--- src/hw/rtl/gds_pkg.sv ---
// ----------------------------------------------------------------------------
// gds_pkg
// Shared widths, unit codes and calendar helpers for the date subtractor.
// ----------------------------------------------------------------------------
package gds_pkg;

    // field widths
    localparam int DAY_W   = 5;
    localparam int MONTH_W = 4;
    localparam int YEAR_W  = 14;
    localparam int OP_W    = 3;
    localparam int CNT_W   = 10;
    localparam int UNIT_W  = 10;

    // year modulo 400 tracker width
    localparam int M400_W  = 9;

    // default clamp on the unit count
    localparam int MAX_COUNT_DEF = 1023;

    // calendar constants
    localparam int YEAR_MAX      = 9999;
    localparam int MONTHS        = 12;
    localparam int LEAP_CYCLE    = 400;
    localparam int CENTURY       = 100;
    localparam int DAYS_PER_WEEK = 7;

    // year reduction: subtract LEAP_CYCLE << k for k = REDUCE_TOP down to 0
    localparam int REDUCE_TOP = 4;

    // unit codes
    localparam logic [OP_W-1:0] OP_DAY        = 3'd0;
    localparam logic [OP_W-1:0] OP_WEEK       = 3'd1;
    localparam logic [OP_W-1:0] OP_MONTH      = 3'd2;
    localparam logic [OP_W-1:0] OP_YEAR       = 3'd3;
    localparam logic [OP_W-1:0] OP_DECADE     = 3'd4;
    localparam logic [OP_W-1:0] OP_CENTURY    = 3'd5;
    localparam logic [OP_W-1:0] OP_MILLENNIUM = 3'd6;
    localparam logic [OP_W-1:0] OP_NONE       = 3'd7;

    // month numbers used by the calendar rules
    localparam logic [MONTH_W-1:0] MON_JAN = 4'd1;
    localparam logic [MONTH_W-1:0] MON_FEB = 4'd2;
    localparam logic [MONTH_W-1:0] MON_APR = 4'd4;
    localparam logic [MONTH_W-1:0] MON_JUN = 4'd6;
    localparam logic [MONTH_W-1:0] MON_SEP = 4'd9;
    localparam logic [MONTH_W-1:0] MON_NOV = 4'd11;
    localparam logic [MONTH_W-1:0] MON_DEC = 4'd12;

    // one calendar date plus its year position in the 400-year cycle
    typedef struct packed {
        logic [DAY_W-1:0]   day;
        logic [MONTH_W-1:0] month;
        logic [YEAR_W-1:0]  year;
        logic [M400_W-1:0]  ymod;
    } t_date;

    // days in a month
    function automatic logic [DAY_W-1:0] month_len(input logic [MONTH_W-1:0] m,
                                                   input logic leap);
        logic [DAY_W-1:0] len;
        len = DAY_W'(31);
        if (m == MON_FEB) begin
            len = leap ? DAY_W'(29) : DAY_W'(28);
        end else if (m == MON_APR || m == MON_JUN || m == MON_SEP || m == MON_NOV) begin
            len = DAY_W'(30);
        end
        return len;
    endfunction

    // years per unit for the year-sized units
    function automatic logic [UNIT_W-1:0] unit_years(input logic [OP_W-1:0] op);
        logic [UNIT_W-1:0] u;
        unique case (op)
            OP_DECADE:     u = UNIT_W'(10);
            OP_CENTURY:    u = UNIT_W'(100);
            OP_MILLENNIUM: u = UNIT_W'(1000);
            default:       u = UNIT_W'(1);
        endcase
        return u;
    endfunction

endpackage

--- src/hw/rtl/gds_cal_step.sv ---
// ----------------------------------------------------------------------------
// gds_cal_step
// One calendar step back: one day, or one month with the day clamped to the
// new month's length. Flags a step that would leave year 0.
// ----------------------------------------------------------------------------
module gds_cal_step (
    input  gds_pkg::t_date i_cur,
    input  logic           i_month_mode,
    output gds_pkg::t_date o_nxt,
    output logic           o_fail
);
    import gds_pkg::*;

    logic               leap;
    logic               year_wrap;
    logic [MONTH_W-1:0] prev_month;
    logic [DAY_W-1:0]   prev_len;
    logic [M400_W-1:0]  prev_ymod;

    // leap year from the position in the 400-year cycle
    assign leap = (i_cur.ymod == '0) ||
                  ((i_cur.ymod[1:0] == 2'b00) &&
                   (i_cur.ymod != M400_W'(CENTURY)) &&
                   (i_cur.ymod != M400_W'(2*CENTURY)) &&
                   (i_cur.ymod != M400_W'(3*CENTURY)));

    assign year_wrap  = (i_cur.month == MON_JAN);
    assign prev_month = year_wrap ? MON_DEC : i_cur.month - MONTH_W'(1);
    assign prev_len   = month_len(prev_month, leap);
    assign prev_ymod  = (i_cur.ymod == '0) ? M400_W'(LEAP_CYCLE - 1)
                                           : i_cur.ymod - M400_W'(1);

    // next date
    always_comb begin
        o_nxt  = i_cur;
        o_fail = 1'b0;
        if (!i_month_mode && i_cur.day > DAY_W'(1)) begin
            o_nxt.day = i_cur.day - DAY_W'(1);
        end else if (year_wrap && i_cur.year == '0) begin
            o_fail = 1'b1;
        end else begin
            o_nxt.month = prev_month;
            if (year_wrap) begin
                o_nxt.year = i_cur.year - YEAR_W'(1);
                o_nxt.ymod = prev_ymod;
            end
            if (!i_month_mode) begin
                o_nxt.day = prev_len;
            end else if (i_cur.day > prev_len) begin
                o_nxt.day = prev_len;
            end
        end
    end

endmodule

--- src/hw/rtl/gregorian_date_subtract.sv ---
// ----------------------------------------------------------------------------
// gregorian_date_subtract
// Moves a Gregorian date back by a count of days, weeks, months, years,
// decades, centuries or millennia, saturating at year 0.
// ----------------------------------------------------------------------------
//  channel  | handshake        | payload
//  ---------+------------------+-------------------------------------------
//  command  | start / busy     | i_day_in i_month_in i_year_in i_operation
//           |                  | i_count
//  result   | o_strobe (1 clk) | o_day_out o_month_out o_year_out
//           |                  | o_year_underflow
//
//  sequence: load, then year reduction by shifted-divisor subtraction, then
//  day steps (count, or 7 * count for weeks) or month steps (count) through
//  the single calendar step unit; year-sized units instead multiply, then
//  subtract.
//  busy is high from the beat after accept until the result beat.
//  reset is synchronous and active low; it clears the sequencer and strobe.
//  the result beat cannot be stalled; a new command may start on that cycle.
// ----------------------------------------------------------------------------
module gregorian_date_subtract #(
    parameter int MAX_COUNT = gds_pkg::MAX_COUNT_DEF
) (
    input  logic                        i_clk,
    input  logic                        i_rst_n,
    input  logic                        start,
    output logic                        busy,
    input  logic [gds_pkg::DAY_W-1:0]   i_day_in,
    input  logic [gds_pkg::MONTH_W-1:0] i_month_in,
    input  logic [gds_pkg::YEAR_W-1:0]  i_year_in,
    input  logic [gds_pkg::OP_W-1:0]    i_operation,
    input  logic [gds_pkg::CNT_W-1:0]   i_count,
    output logic                        o_strobe,
    output logic [gds_pkg::DAY_W-1:0]   o_day_out,
    output logic [gds_pkg::MONTH_W-1:0] o_month_out,
    output logic [gds_pkg::YEAR_W-1:0]  o_year_out,
    output logic                        o_year_underflow
);
    import gds_pkg::*;

    localparam int NW = (MAX_COUNT > 1) ? $clog2(MAX_COUNT + 1) : 1;
    localparam int SW = $clog2(DAYS_PER_WEEK * MAX_COUNT + 1);
    localparam int AW = NW + UNIT_W;
    localparam int PW = $clog2(REDUCE_TOP + 1);

    typedef enum logic [2:0] {
        S_IDLE,
        S_REDUCE,
        S_WALK,
        S_MUL,
        S_SUB
    } t_state;

    t_state             r_state;
    t_date              r_date;
    logic [OP_W-1:0]    r_op;
    logic [NW-1:0]      r_n;
    logic [SW-1:0]      r_steps;
    logic [YEAR_W-1:0]  r_rem;
    logic [PW-1:0]      r_phase;
    logic [AW-1:0]      r_amt;
    logic               r_strobe;
    logic [DAY_W-1:0]   r_day_out;
    logic [MONTH_W-1:0] r_month_out;
    logic [YEAR_W-1:0]  r_year_out;
    logic               r_under_out;

    logic [NW-1:0]      cnt_clamped;
    logic [SW-1:0]      step_total;
    logic [DAY_W-1:0]   day_fix;
    logic [MONTH_W-1:0] month_fix;
    logic [YEAR_W-1:0]  year_fix;
    logic [YEAR_W-1:0]  reduce_div;
    logic               walk_op;
    t_date              step_nxt;
    logic               step_fail;

    // range correction of the command beat
    assign cnt_clamped = (32'(i_count) > 32'(MAX_COUNT)) ? NW'(MAX_COUNT) : NW'(i_count);
    assign step_total  = (i_operation == OP_WEEK)
                       ? (SW'(cnt_clamped) << 3) - SW'(cnt_clamped)
                       : SW'(cnt_clamped);
    assign day_fix     = (i_day_in == '0) ? DAY_W'(1) : i_day_in;
    assign month_fix   = (i_month_in == '0)          ? MON_JAN :
                         (i_month_in > MONTH_W'(MONTHS)) ? MON_DEC : i_month_in;
    assign year_fix    = (i_year_in > YEAR_W'(YEAR_MAX)) ? YEAR_W'(YEAR_MAX) : i_year_in;

    // year mod 400 by shifted-divisor subtraction
    assign reduce_div  = YEAR_W'(LEAP_CYCLE) << r_phase;
    assign walk_op     = (r_op == OP_DAY) || (r_op == OP_WEEK) || (r_op == OP_MONTH);

    // shared calendar step unit
    gds_cal_step u_step (
        .i_cur        (r_date),
        .i_month_mode (r_op == OP_MONTH),
        .o_nxt        (step_nxt),
        .o_fail       (step_fail)
    );

    // sequencer and result registers
    always_ff @(posedge i_clk) begin
        if (!i_rst_n) begin
            r_state  <= S_IDLE;
            r_strobe <= 1'b0;
        end else begin
            r_strobe <= 1'b0;
            unique case (r_state)
                S_IDLE: begin
                    if (start) begin
                        r_date.day   <= day_fix;
                        r_date.month <= month_fix;
                        r_date.year  <= year_fix;
                        r_date.ymod  <= '0;
                        r_op         <= i_operation;
                        r_n          <= cnt_clamped;
                        r_steps      <= step_total;
                        r_rem        <= year_fix;
                        r_phase      <= PW'(REDUCE_TOP);
                        r_state      <= S_REDUCE;
                    end
                end
                S_REDUCE: begin
                    if (r_rem >= reduce_div) begin
                        r_rem <= r_rem - reduce_div;
                    end
                    if (r_phase == '0) begin
                        r_date.ymod <= (r_rem >= reduce_div)
                                     ? M400_W'(r_rem - reduce_div) : M400_W'(r_rem);
                        if (walk_op && r_steps != '0) begin
                            r_state <= S_WALK;
                        end else if (walk_op || r_op == OP_NONE) begin
                            r_day_out   <= r_date.day;
                            r_month_out <= r_date.month;
                            r_year_out  <= r_date.year;
                            r_under_out <= 1'b0;
                            r_strobe    <= 1'b1;
                            r_state     <= S_IDLE;
                        end else begin
                            r_state <= S_MUL;
                        end
                    end else begin
                        r_phase <= r_phase - PW'(1);
                    end
                end
                S_WALK: begin
                    if (step_fail) begin
                        r_day_out   <= DAY_W'(1);
                        r_month_out <= MON_JAN;
                        r_year_out  <= '0;
                        r_under_out <= 1'b1;
                        r_strobe    <= 1'b1;
                        r_state     <= S_IDLE;
                    end else begin
                        r_date  <= step_nxt;
                        r_steps <= r_steps - SW'(1);
                        if (r_steps == SW'(1)) begin
                            r_day_out   <= step_nxt.day;
                            r_month_out <= step_nxt.month;
                            r_year_out  <= step_nxt.year;
                            r_under_out <= 1'b0;
                            r_strobe    <= 1'b1;
                            r_state     <= S_IDLE;
                        end
                    end
                end
                S_MUL: begin
                    r_amt   <= AW'(r_n) * AW'(unit_years(r_op));
                    r_state <= S_SUB;
                end
                S_SUB: begin
                    r_day_out   <= r_date.day;
                    r_month_out <= r_date.month;
                    if (32'(r_amt) > 32'(r_date.year)) begin
                        r_year_out  <= '0;
                        r_under_out <= 1'b1;
                    end else begin
                        r_year_out  <= r_date.year - YEAR_W'(r_amt);
                        r_under_out <= 1'b0;
                    end
                    r_strobe <= 1'b1;
                    r_state  <= S_IDLE;
                end
                default: begin
                    r_state <= S_IDLE;
                end
            endcase
        end
    end

    assign busy             = (r_state != S_IDLE);
    assign o_strobe         = r_strobe;
    assign o_day_out        = r_day_out;
    assign o_month_out      = r_month_out;
    assign o_year_out       = r_year_out;
    assign o_year_underflow = r_under_out;

endmodule

--- config.mk ---
export PLATFORM = sky130hd
export DESIGN_NAME = gregorian_date_subtract
export DESIGN_NICKNAME = d
export VERILOG_FILES = /design/src/hw/rtl/gds_pkg.sv /design/src/hw/rtl/gds_cal_step.sv /design/src/hw/rtl/gregorian_date_subtract.sv
export SDC_FILE = /design/constraint.sdc
export NUM_CORES = 1
export LEC_CHECK = 0
export ABC_CLOCK_PERIOD_IN_PS = 7740
export BUFFER_PORTS_ARGS = -buffer_cell sky130_fd_sc_hd__buf_2
export CAP_MARGIN = 20
export CORE_MARGIN = 2
export CORE_UTILIZATION = 45
export CTS_CLUSTER_DIAMETER = 120
export DETAILED_ROUTE_END_ITERATION = 8
export GPL_TIMING_DRIVEN = 0
export PLACE_DENSITY_LB_ADDON = 0.08
export SLEW_MARGIN = 20
export SYNTH_ARGS = -nofsm -noshare
export SYNTH_HDL_FRONTEND = slang
export SYNTH_SLANG_ARGS = --single-unit
--- constraint.sdc ---
create_clock -name i_clk -period 7.74 [get_ports i_clk]
set_input_delay 0.387 -clock i_clk [delete_from_list [all_inputs] [get_ports i_clk]]
set_output_delay 0.387 -clock i_clk [all_outputs]
set_load 0.05 [all_outputs]
==> summary.md <==
| Metric | Value |
|---|---|
| Post-Route Skew | `22.11 ps` |
| Area grow syn2layout | `12.58%` |
| Tot Pwr | `0.002006 W` |
| Syn Nets | `1412` |
| RD Place Congestion | `0.8928` |
| Clk root buf | `clkbuf_16` |
| Post_cts resized | `0` |
| Leak | `5.629 nW` |
| Post-DP HPWL | `22200 um` |
| IO Count | `65` |
| Setup TNS | `0 ps` |
| Clock power share | `0.388` |
| Clock transition at path regs | `60 ps` |
| Pwr dens | `about 160 nW/um2` |
| Post-route ant nets | `0` |
| Synthesis-stage register bit count | `123` |
| Worst Tran Pin Value | `about 1000 ps` |
| All-Layer GR Usage | `0.2182` |
| Routed WL per cell | `17.00 um` |
| Top cell type's share of synthesized area | `0.3187` |
| Async set-reset flop share out of synthesis | `0` |
| Fin nets | `1499` |
| Tmin final | `6580 ps` |
| Core ar. | `24390 um2` |
| Startpoint class of the critical path | `flip-flop` |
| Worst Setup Path Type | `reg -> reg` |
| Sequential power share | `0.397` |
| Drt first pass iters | `5` |
| Global-route wire length before repair | `44940 um` |
| YS warnings | `0` |
| Count leader, synth | `ha_1` |
| Initial DRC Count | `between 500 and 600` |
| Number of synthesized flops with an enable pin | `119` |
| Power Internal | `~0.0014 W` |
| RSZ-0062 raised after global routing | `false` |
| WP data required | `approximately 8000 ps` |
| Drt via density | `5.401` |
| Hold WC Path Type | `in -> reg` |
| Hold Buf Count CTS | `0` |
| WP data arrival | `6790 ps` |
| H-tree lvl count | `4` |
| Worst relative slew slack | `0.3366` |
| Flop2flop setup slack | `1160 ps` |
| IO buf count | `64` |
| HP Start | `i_operation[0]` |
| Final Util | `0.5175` |
| Final hold vios | `0` |
| Post-synth top cells | `ha_1, nand2_1, inv_1` |
| Top post-synthesis cells by area | `edfxtp_1, ha_1, fa_1, nand2_1, inv_1` |
| Synth Cell Area | `11210 um2` |
| Period utilisation layout | `0.8501` |
| Switch share | `0.2897` |
| Largest net degree at the start of global routing | `20` |
| R2R Path Start | `r_op[2]$_DFFE_PP_` |
| Vias in the first global route | `8732` |
| Synth cell types | `74` |
| Max-slew violations | `0` |
| Starting Density | `0.4597` |
| TritonCTS clock tree | `done` |
| N_diodes | `0` |
| Cells after synthesis | `1190` |
| Fraction of layout cells with a size suffix above 1 | `0.09612` |
| Die Span Y | `around 160 um` |
| DRC | `0` |
| Final WL | `27440 um` |
| Via count | `8717` |
| Psw | `0.0005811 W` |
| Sequential-to-total area share from yosys stat | `0.3259` |
| Initial antenna violation count | `0` |
| Rows | `between 50 and 60` |
| Die Area | `26190 um2` |
| Ys flop type | `edfxtp_1` |
| Clk sink count | `roughly 120` |
| Comb power frac | `0.215` |
| F_max | `roughly 150 MHz` |
| Final setup vio count | `0` |
| Max VDD drop | `0.0001006 V` |
| Clk buf depth | `2` |
| Average size of a mapped cell | `9.422 um2` |
| Max Cap Violations | `0` |
| Die width | `161.8 um` |
| Skew-Pair Late Insertion Delay | `440 ps` |
| Worst setup EP type | `flip-flop` |
| CP max FO | `7` |
| Status | `finished clean` |
| Post-CTS Setup Bufs | `0` |
| Total grt overflow | `0` |
| TritonCTS Buffers | `17` |
| Synth area leader | `edfxtp_1` |
| Worst setup path startpoint | `r_op[2]$_DFFE_PP_` |
## power groups by stage
stage          sequential, W  combinational (W)  clock (W)
6_report            0.000796           0.000432   0.000777
3_5_place_dp        0.000809           0.000432          0
5_1_grt             0.000800           0.000495   0.000812
2_1_floorplan       0.000804           0.000325          0
3_3_place_gp        0.000810           0.000422          0
4_1_cts             0.000796           0.000436   0.000787
## through the flow
| step | std cells | setup WS [ps] | hold WS (ps) | area (um2) |
|---|---|---|---|---|
| after floorplan | 1190 | 1847 | 485.9 | 11210 |
| after global placement | 1578 | 1184 | 498.6 | 11940 |
| after detailed placement | 1582 | 1177 | 505.8 | 12060 |
| after CTS | 1614 | 1132 | 126.3 | 12620 |
| after global routing | 1614 | 791.3 | 132.8 | 12620 |
| final | 1614 | 1160 | 148.5 | 12620 |
## worst max-delay path: stages (launching register included)
cell and delay (ps):
edfxtp_1 490, nor2b_1 230, and2_1 170, clkbuf_1 190, nand2_1 220, inv_1 120, or2_2 340, ha_1 310
fa_1 470, fa_1 520, fa_1 540, inv_1 50, fa_1 520, inv_1 40, ha_1 370, a21o_1 200
or2_0 250, a2111oi_2 360, o21bai_1 220, o2111ai_1 260, mux2i_1 120, a2111oi_2 380
## layout make-up
class / count / area [um2]
plain buffers: 33 / 127.6
clock buffers: 21 / 440.4
clock inverters: 11 / 122.6
fillers: 2341 / 11770
inverters: 125 / 469.2
multi-input cells: 909 / 6989
flip-flops and latches: 123 / 3654
well taps: 324 / 405.4
repair buffers: 68 / 414.1
## logic make-up (layout without fill, tap and decap cells)
group	after synthesis	after routing	synth area share
flip-flops	123	123	0.3259
XOR/XNOR	69	69	0.05390
buffers and inverters	158	258	0.05323
adder cells (fa/ha/maj)	183	183	0.2397
multiplexers	11	11	0.01016
AO/OA/AOI/OAI	282	282	0.1603
AND/OR/NAND/NOR	364	364	0.1569
## routing by layer
layer | up-vias | GRT usage | wire (um)
met3 | 33 | 0.02681 | 957
met4 | 0 | 0.06235 | 489
met2 | 164 | 0.3696 | 13020
li1 | 4409 | - | -
met1 | 4111 | 0.2951 | 12980
met5 | - | 0 | 0
## sequential cells by signal (all words and copies together) (netlist names)
signal / count
o_year_underflow: 1
r_steps: 13
o_month_out: 4
r_n: 10
r_op: 3
r_date: 32
r_amt: 20
o_year_out: 14
o_strobe: 1
o_day_out: 5
r_phase: 3
r_state: 3
r_rem: 14
## path summary, 6_finish.rpt
check,endpoint,depth (start not counted)
max,r_amt[19]$_DFFE_PP_,21
min,r_op[0]$_DFFE_PP_,1
max reg2reg,r_amt[19]$_DFFE_PP_,21
min reg2reg,r_date[0]$_SDFFCE_PN0P_,1
## layout by cell type, fill, tap and decap left out, types with 6 or more instances in the layout
cell type  count
a211oi_1      10
a21o_1        19
a21oi_1       72
a31oi_1        8
and2_1        22
and3_1        10
buf_2         66
clkbuf_1      32
clkbuf_16     17
edfxtp_1     119
fa_1          53
ha_1         130
inv_1        125
mux2i_1        8
nand2_1      128
nand2b_1      15
nand3_1       23
nand4_1        9
nor2_1        75
nor2b_1        7
nor3_1        28
nor4_1        10
o211ai_1       8
o21a_1        15
o21ai_0       68
o21ai_1       12
o22ai_1       10
o31a_1         6
o31ai_1       12
or2_2          8
xnor2_1       47
xor2_1        22
(Power assumes the default switching activity.)
